## src/xtea_pkg.sv

```systemverilog
`timescale 1ns / 1ps
`default_nettype none

package xtea_pkg;

	localparam int MAX_ROUNDS = 64;
	localparam int CNT_W      = $clog2(MAX_ROUNDS + 1);
	localparam int LATENCY    = 2 * MAX_ROUNDS + 1;
	localparam int IDX_W      = 3;
	localparam int RC_W       = 7;

	localparam logic [IDX_W-1:0] REG_KEY0   = 3'd0;
	localparam logic [IDX_W-1:0] REG_KEY1   = 3'd1;
	localparam logic [IDX_W-1:0] REG_KEY2   = 3'd2;
	localparam logic [IDX_W-1:0] REG_KEY3   = 3'd3;
	localparam logic [IDX_W-1:0] REG_ROUNDS = 3'd4;
	localparam logic [IDX_W-1:0] REG_DELTA  = 3'd5;

	localparam logic [RC_W-1:0] RESET_ROUNDS = 7'd32;
	localparam logic [31:0]     RESET_DELTA  = 32'h9E37_79B9;

	typedef struct packed {
		logic        action;
		logic [31:0] word_first;
		logic [31:0] word_second;
	} block_t;

	typedef struct packed {
		logic [31:0] result_first;
		logic [31:0] result_second;
	} result_t;

	typedef struct packed {
		logic        action;
		logic [31:0] a;
		logic [31:0] b;
		logic [31:0] s;
	} lane_t;

	typedef struct packed {
		logic [3:0][31:0]   key;
		logic [31:0]        delta;
		logic [CNT_W-1:0]   rounds;
	} cfg_t;

	function automatic logic [31:0] mix(input logic [31:0] x);
		return ((x << 4) ^ (x >> 5)) + x;
	endfunction

	function automatic logic [CNT_W-1:0] eff_rounds(input logic [RC_W-1:0] rc);
		logic [7:0] wide;
		wide = {1'b0, rc};
		if (wide > 8'(MAX_ROUNDS)) begin
			return CNT_W'(MAX_ROUNDS);
		end
		return CNT_W'(wide);
	endfunction

endpackage

`default_nettype wire

```

## src/xtea_round_cell.sv

```systemverilog
`timescale 1ns / 1ps
`default_nettype none

module xtea_round_cell (
	input  wire logic                     clk,
	input  wire logic                     arst_n,
	input  wire xtea_pkg::cfg_t           cfg,
	input  wire logic [xtea_pkg::CNT_W-1:0] round_idx,
	input  wire logic                     valid_in,
	input  wire xtea_pkg::lane_t          lane_in,
	output logic                          valid_out,
	output xtea_pkg::lane_t               lane_out
);

	logic            act;
	logic            enc_a;
	logic [31:0]     x_a;
	logic [31:0]     k_a;
	logic [31:0]     f_a;
	xtea_pkg::lane_t nxt_a;

	logic            valid_s1;
	logic            act_s1;
	xtea_pkg::lane_t lane_s1;

	logic            enc_b;
	logic [31:0]     x_b;
	logic [31:0]     k_b;
	logic [31:0]     f_b;
	xtea_pkg::lane_t nxt_b;

	logic            valid_s2;
	xtea_pkg::lane_t lane_s2;

	// first half round
	always_comb begin
		act   = round_idx < cfg.rounds;
		enc_a = !lane_in.action;
		x_a   = enc_a ? lane_in.b : lane_in.a;
		k_a   = enc_a ? cfg.key[lane_in.s[1:0]] : cfg.key[lane_in.s[12:11]];
		f_a   = xtea_pkg::mix(x_a) ^ (lane_in.s + k_a);
		nxt_a = lane_in;
		if (act) begin
			if (enc_a) begin
				nxt_a.a = lane_in.a + f_a;
				nxt_a.s = lane_in.s + cfg.delta;
			end else begin
				nxt_a.b = lane_in.b - f_a;
				nxt_a.s = lane_in.s - cfg.delta;
			end
		end
	end

	always_ff @(posedge clk or negedge arst_n) begin
		if (!arst_n) begin
			valid_s1 <= 1'b0;
		end else begin
			valid_s1 <= valid_in;
		end
	end

	always_ff @(posedge clk) begin
		lane_s1 <= nxt_a;
		act_s1  <= act;
	end

	// second half round
	always_comb begin
		enc_b = !lane_s1.action;
		x_b   = enc_b ? lane_s1.a : lane_s1.b;
		k_b   = enc_b ? cfg.key[lane_s1.s[12:11]] : cfg.key[lane_s1.s[1:0]];
		f_b   = xtea_pkg::mix(x_b) ^ (lane_s1.s + k_b);
		nxt_b = lane_s1;
		if (act_s1) begin
			if (enc_b) begin
				nxt_b.b = lane_s1.b + f_b;
			end else begin
				nxt_b.a = lane_s1.a - f_b;
			end
		end
	end

	always_ff @(posedge clk or negedge arst_n) begin
		if (!arst_n) begin
			valid_s2 <= 1'b0;
		end else begin
			valid_s2 <= valid_s1;
		end
	end

	always_ff @(posedge clk) begin
		lane_s2 <= nxt_b;
	end

	assign valid_out = valid_s2;
	assign lane_out  = lane_s2;

endmodule

`default_nettype wire
```

## config.mk

```make
export PLATFORM = sky130hd
export DESIGN_NAME = xtea_round_cell
export DESIGN_NICKNAME = d
export VERILOG_FILES = /design/src/xtea_pkg.sv /design/src/xtea_round_cell.sv
export SDC_FILE = /design/constraint.sdc
export NUM_CORES = 1
export LEC_CHECK = 0
export BUFFER_PORTS_ARGS = -buffer_cell sky130_fd_sc_hd__buf_4
export CORE_ASPECT_RATIO = 1.5
export CORE_MARGIN = 2
export CORE_UTILIZATION = 45
export DETAILED_ROUTE_END_ITERATION = 16
export HOLD_SLACK_MARGIN = 0.06
export MAX_ROUTING_LAYER = met4
export PLACE_DENSITY = 0.62
export SLEW_MARGIN = 30
export SYNTH_ARGS = -nofsm -noshare
export SYNTH_HDL_FRONTEND = slang
export SYNTH_SLANG_ARGS = --single-unit
export TNS_END_PERCENT = 100
```

## constraint.sdc

```tcl
create_clock -name clk -period 9.9 [get_ports clk]
set_input_delay 0.495 -clock clk [delete_from_list [all_inputs] [get_ports clk]]
set_output_delay 0.495 -clock clk [all_outputs]
set_load 0.02 [all_outputs]
```

After elaboration in Yosys (flattened, before gate mapping)
Cells that the tools add are included.
{"block": "totals", "out_inout_bits": 98, "inputBits": 274, "wordCells": 49, "regBits": 197}
{"block": "classes", "n_lt_le_gt_ge": 5, "addsub": 10, "muxes": 19, "bitwise_logic": 4}
{"op": "two-way mux 32 bit", "n": 13}
{"op": "binary-select mux 32 bit (select 2 bit)", "n": 4}
{"op": "adder 32 bit", "n": 7}
{"op": "two-way mux 96 bit", "n": 1}
{"op": "subtractor 32 bit", "n": 3}
{"op": "two-way mux 64 bit", "n": 1}
{"op": "bitwise XOR 32 x 27 -> 32 bit", "n": 2}
{"op": "bitwise XOR 32 bit", "n": 2}
{"op": "less-than comparator 2 x 3 -> 1 bit (second input constant)", "n": 4}
{"op": "less-than comparator 7 bit", "n": 1}

Logic depth before layout (Yosys ltp)
Gate-level depths: netlist of the first run.
{"block": "depth", "word_depth": 8, "depth_mapped": 31, "depth_no_buf": 28}

Worst setup path before layout of the first run
OpenSTA, ideal clock, no wires.
{"block": "synth_path", "path_kind": "in2reg", "start": "in lane_in[96] in the netlist's numbering", "end": "reg lane_s1[62] in the netlist's numbering", "t_required_ns": 9.773, "arrival_time_ns": 6.134, "setup_time_ns": 0.127, "n_path_buf": 2, "stages": 28, "path_slack_ns": 3.639, "path_cell_list": "clkbuf_1 clkbuf_1 mux2_2 ha_1 fa_1 a21o_1 a21o_1 a21o_1 a21oi_1 a31o_2 a21oi_1 or2_1 a21o_1 a21oi_1 xnor2_1 xor2_1 ha_1 inv_1 o21ai_0 a21o_1 a21oi_1 nor2b_1 a2111oi_2 nor3_1 or2_1 a211oi_1 xor2_1 o21ai_1"}
{"element": "start, declared", "line_no": "xtea_round_cell.sv:10", "source": "input wire xtea_pkg::lane_t lane_in,"}
{"element": "end signal, assigned", "line_no": "xtea_round_cell.sv:63", "source": "lane_s1 <= nxt_a;"}
{"element": "end, declared", "line_no": "xtea_round_cell.sv:24", "source": "xtea_pkg::lane_t lane_s1;"}

==> flow_summary.yaml, run 1 <==
routing:
  num_vias: 24380
  drc_errors: 0
  viasPerCell: 5.872
  wire_per_inst_um: 22.17
  drt-initial-drc-count: 1640
  dr.pass1.iters: 5
  wirelength_um: 92050
  drtAntennaViolNets: 0
yosys:
  synth_edf_count: 0
  ys_warn_count: 0
  seq_area_frac_synth: 0.1540
  synthCells: 3061
  synth_fp_nets: 3640
  synthArstFlopShare: 0.01015
  synth_flop_cell: "dfxtp_1"
  syn_area_per_cell_sq_um: 8.387
  ys_ff_latch: 197
  syn_area_sq_um: 25670
  yosysUniqueCellTypes: 85
die:
  dieWidth_um: 199.0
  start_util: 0.4533
  num_rows: 107
  io_pins: 372
  die_y_um: 296.5
  core_sq_um: 56630
  dieArea_sq_um: 59020
job:
  cap_violations: 0
placed_design:
  portBuffers: 371
  hpwlAfterDp_um: 77330
  globalplace.congestion: 1.006
clock_tree:
  clock_latency_ps: 500
  cts_tree: "yes"
  cts_sinks: 197
  htree_levels: 4
  clockRootBuffer: "clkbuf_16"
  cts.clk_slew.worst_paths_ps: 90
  post-cts-setup-buffers: 0
  numCtsBuffers: 17
  cts.path.max_buffers: 2
critical_path:
  crit_type: "reg2reg"
  cpMostUsedCell: "o21ai_0"
  cp_max_fo: 34
  arrival_ps: 7910
  cp-end-kind: "flip-flop"
  startpoint_type: "flip-flop"
  required_ps: 10260
  crit_chain: "buf_4 -> mux4_2 -> mux2_2 -> ha_1 -> o211ai_1 -> o211ai_1 -> nand2_1 -> a31o_2 -> o21ai_0 -> a21o_1 -> a21o_1 -> xor2_1 -> ha_1 -> nand4_1 -> inv_1 -> a221o_1 -> a21oi_1 -> nor2_1 -> a311oi_1 -> o31ai_1 -> o31ai_1 -> o21ai_0 -> xnor2_1 -> o21ai_0"
  cpPeakStageDelay_ps: 690
  slowest_stage: "a311oi_1"
hold_path:
  hold_path_class: "in2reg"
global_route:
  grt_usage: 0.3186
  antenna_found_initial: 5
  grt_pass1_wl_um: 138400
  grt_max_degree: 71
  grt.overflow.total: 0
  grt_pass1_vias: 24730
sta:
  slew_headroom: 0.3225
  worst_slew_pin_slew_ps: 1003
  fmax_mhz: 132.3
  tns_ps: 0
  finClkSkew_ps: 20.58
  setup_viol: 0
  post-route-period-util: 0.7633
  min_period_ps: 7557
  hold_viol: 0
  slew_viol_final: 0
  rsz0062_at_grt: "false"
layout:
  nets: 3948
  syn2layout_area_growth_pct: 15.81
  mostFrequentLayoutCells: "buf_4, nand2_1, ha_1, xnor2_1, o21ai_0"
  final_common_cell: "buf_4"
  drive_gt1_frac: 0.1940
status:
  status: "finished, final reports clean"
==> per-stage QoR <==
stage	cell area (sq um)	instances	hold slack, ps	util	worst slack (ps)
after detailed placement	29140	4112	281.6	0.5146	2490
after global placement	29140	4112	277.0	0.5145	2478
final	29730	4152	123.9	0.5250	2343
after floorplan	25670	3061	199.4	-	3639
after CTS	29710	4145	95.27	0.5246	2487
after global routing	29720	4149	102.6	0.5249	2093
==> state kept, by name, summed over array words and instances (netlist names) <==
signal / cells
valid_out: 1
lane_s1: 97
valid_s1: 1
act_s1: 1
lane_out: 97
==> layer usage <==
metal  global-route usage  vias up  share of wire
li1                     -    11810              -
met1               0.3677    11580           0.41
met2               0.5641      845           0.50
met5                    -        -              0
met4               0.1085        0          0.032
met3              0.04308      148          0.055
==> final timing paths <==
check	start	end	slack, ps	cells past startpoint
setup / recovery	lane_s1[0]	lane_out[62]	2340	24
hold reg to reg	lane_s1[16]	lane_out[16]	360	0
min in group asynchronous	arst_n	valid_out	330	2
hold / removal	valid_in	valid_s1	120	1
setup reg to reg	lane_s1[0]	lane_out[62]	2340	24
max in group asynchronous	arst_n	valid_s1	9480	2
==> what timing repair did <==
item                      in CTS  in global routing
hold endpoints to repair       2                  0
hold buffers                   1                  0
resized for setup              0                  0
==> Yosys cell counts, types with 11 or more instances <==
master | instances | share of area
mux2i_1 | 39 | 0.015
xor2_1 | 136 | 0.046
a211oi_1 | 26 | 0.0076
xnor2_1 | 265 | 0.090
nor2b_1 | 27 | 0.0066
o41ai_1 | 11 | 0.0038
or3_1 | 12 | 0.0029
nor3b_1 | 18 | 0.0053
and2_1 | 16 | 0.0039
nand3_1 | 43 | 0.0084
nand4_1 | 18 | 0.0044
o21ai_0 | 233 | 0.045
o211ai_1 | 22 | 0.0064
o21a_1 | 32 | 0.0094
nand2b_1 | 36 | 0.0088
a31oi_1 | 21 | 0.0051
o31ai_1 | 29 | 0.0085
mux2_2 | 70 | 0.031
o21ai_1 | 23 | 0.0045
inv_1 | 170 | 0.025
a21oi_1 | 219 | 0.043
mux4_2 | 128 | 0.11
nor2_1 | 132 | 0.019
ha_1 | 296 | 0.14
a21o_1 | 150 | 0.044
and3_1 | 21 | 0.0051
dfxtp_1 | 195 | 0.15
buf_1 | 18 | 0.0026
nor3_1 | 51 | 0.0099
o21bai_1 | 38 | 0.011
nand2_1 | 341 | 0.050
clkbuf_1 | 74 | 0.011
==> cells by family (layout without fill, tap and decap cells) <==
logic type      after synthesis  count (layout)  share of synthesized area
mux                         237             237                     0.1582
flops                       197             197                     0.1540
other cells                   0               7                          0
simple gates                762             762                     0.1384
compound gates              891             891                     0.2203
xor+xnor                    402             402                     0.1377
buf+inv                     267             588                    0.04011
fa+ha+maj                   305             305                     0.1513
==> worst max-delay path: cells and delay by family (launching register included) <==
kind,cells,cell delay (ps)
xor gates and xnor gates,2,390
and+or+nand+nor,3,460
DFF,1,320
adders and majority gates,2,740
muxes,2,920
buffers and inverters,2,630
AOI/OAI and AO/OA,13,3930
==> layout make-up <==
class,instances,area (sq um)
diodes,7,17.52
clock buffers,19,442.9
clock inverters,13,113.9
fillers,5388,26900
inverters,172,645.6
multi-input cells,2597,20710
flip-flops and latches,197,3964
well taps,763,954.7
repair buffers,384,2885
Power of run 1 is not shown: default switching activity piles up to over one toggle a cycle in this logic, so the estimate is an artifact.
==> inputs of run 2 (changes only) <==
- clock period: 9.9 -> 7.12 ns (I/O delays scaled with it)
==> run 2 against run 1 <==
Effect of this change: first-iteration DRC count down 11%; critical path type unchanged; highest routed layer unchanged; worst hold slack got worse by 31 ps; flip-flop and latch count unchanged; largest cell class unchanged; routed wire length rose by 2.9%.
==> flow_summary.yaml, run 2 (synthesis results as in run 1) <==
status:
  status: "finished, final reports clean"
sta:
  setup_viol: 0
  post-route-period-util: 0.9366
  worst_slew_pin_slew_ps: 833.5
  fmax_mhz: 150.0
  rsz0062_at_grt: "false"
  slew_headroom: 0.4429
  tns_ps: 0
  min_period_ps: 6669
  slew_viol_final: 0
  hold_viol: 0
  finClkSkew_ps: 25.65
clock_tree:
  clock_latency_ps: 500
  cts_tree: "yes"
  clockRootBuffer: "clkbuf_16"
  post-cts-setup-buffers: 0
  cts.clk_slew.worst_paths_ps: 90
  cts.path.max_buffers: 2
  numCtsBuffers: 17
  htree_levels: 4
  cts_sinks: 197
critical_path:
  crit_type: "reg2reg"
  rr_startpoint: "lane_s1[1]"
  startpoint: "lane_s1[1]"
  cp-end-kind: "flip-flop"
  cp_max_fo: 20
  slowest_stage: "dfxtp_2"
  path_delay_family: "compound AO/OA/AOI/OAI gates"
  cpPeakStageDelay_ps: 600
  required_ps: 7540
  startpoint_type: "flip-flop"
  arrival_ps: 7090
  path_buf_inv: 2
routing:
  wirelength_um: 94690
  num_vias: 24640
  viasPerCell: 5.888
  dr.pass1.iters: 5
  drc_errors: 0
  wire_per_inst_um: 22.63
  drt-initial-drc-count: 1457
  drtAntennaViolNets: 0
die:
  dieWidth_um: 199.0
  core_sq_um: 56630
  start_util: 0.4533
  io_pins: 372
  die_y_um: 296.5
  dieArea_sq_um: 59020
  num_rows: 107
job:
  cap_violations: 0
placed_design:
  globalplace.congestion: 0.9970
  hpwlAfterDp_um: 79840
  portBuffers: 371
global_route:
  grt.overflow.total: 0
  antenna_found_initial: 3
  grt_max_degree: 71
  grt_pass1_wl_um: 141600
  grt_pass1_vias: 24650
  grt_usage: 0.3273
layout:
  syn2layout_area_growth_pct: 17.02
  drive_gt1_frac: 0.2024
  final_common_cell: "buf_4"
  mostFrequentLayoutCells: "buf_4, nand2_1, ha_1, xnor2_1, o21ai_0"
  nets: 3986
hold_path:
  hold_path_class: "in2reg"
  min_from: "lane_in[31]"
==> run 2: worst reg2reg max path, delay by kind of cell, from the launching register on <==
kind	cells	cell delay, ps
AOI/OAI and AO/OA	8	2010
buffers and inverters	2	620
xor gates and xnor gates	3	700
DFF	1	600
muxes	3	840
and+or+nand+nor	7	1030
adders and majority gates	2	810
==> run 2: layout make-up <==
cell class                      count  area [sq um]
Inverter                          172         645.6
Sequential cell                   197          3964
Timing Repair Buffer              422          3192
Clock buffer                       22         474.2
Tap cell                          763         954.7
Multi-Input combinational cell   2597         20720
Antenna cell                        2         5.005
Clock inverter                      9         87.58
Fill cell                        5312         26590
==> run 2: timing repair <==
action / CTS / global route
hold endpoints to repair: 4 / 0
resized for setup: 0 / 4
endpoints found under the setup margin: 0 / 3
hold buffers: 3 / 0
==> run 2: stage by stage <==
stage	instance area, sq um	util	setup slack (ps)	hold slack (ps)	instances
2_1_floorplan	25670	-	997.5	60.41	3061
3_3_place_gp	29420	0.5195	478.4	138.0	4148
3_5_place_dp	29430	0.5196	393.6	141.6	4148
4_1_cts	30020	0.5301	341.4	66.50	4182
5_1_grt	30040	0.5305	92.06	77.70	4184
6_report	30040	0.5305	451.4	92.66	4184
==> run 2: metal layers <==
| layer | global-route usage | up-vias | share of wire |
|---|---|---|---|
| met5 | - | - | 0 |
| met1 | 0.3880 | 11740 | 0.41 |
| met4 | 0.1249 | 0 | 0.037 |
| li1 | - | 11870 | - |
| met2 | 0.5656 | 877 | 0.50 |
| met3 | 0.03832 | 151 | 0.054 |
==> run 2: worst paths after layout <==
check | to | slack [ps] | depth (start not counted)
worst max-delay path | lane_out[63] | 450 | 25
worst min-delay path | lane_s1[31] | 90 | 2
worst max register to register | lane_out[63] | 450 | 25
worst min register to register | valid_out | 360 | 0
max in group asynchronous | valid_out | 6850 | 2
min in group asynchronous | valid_s1 | 190 | 2
Power of run 2 is left out for the same reason.
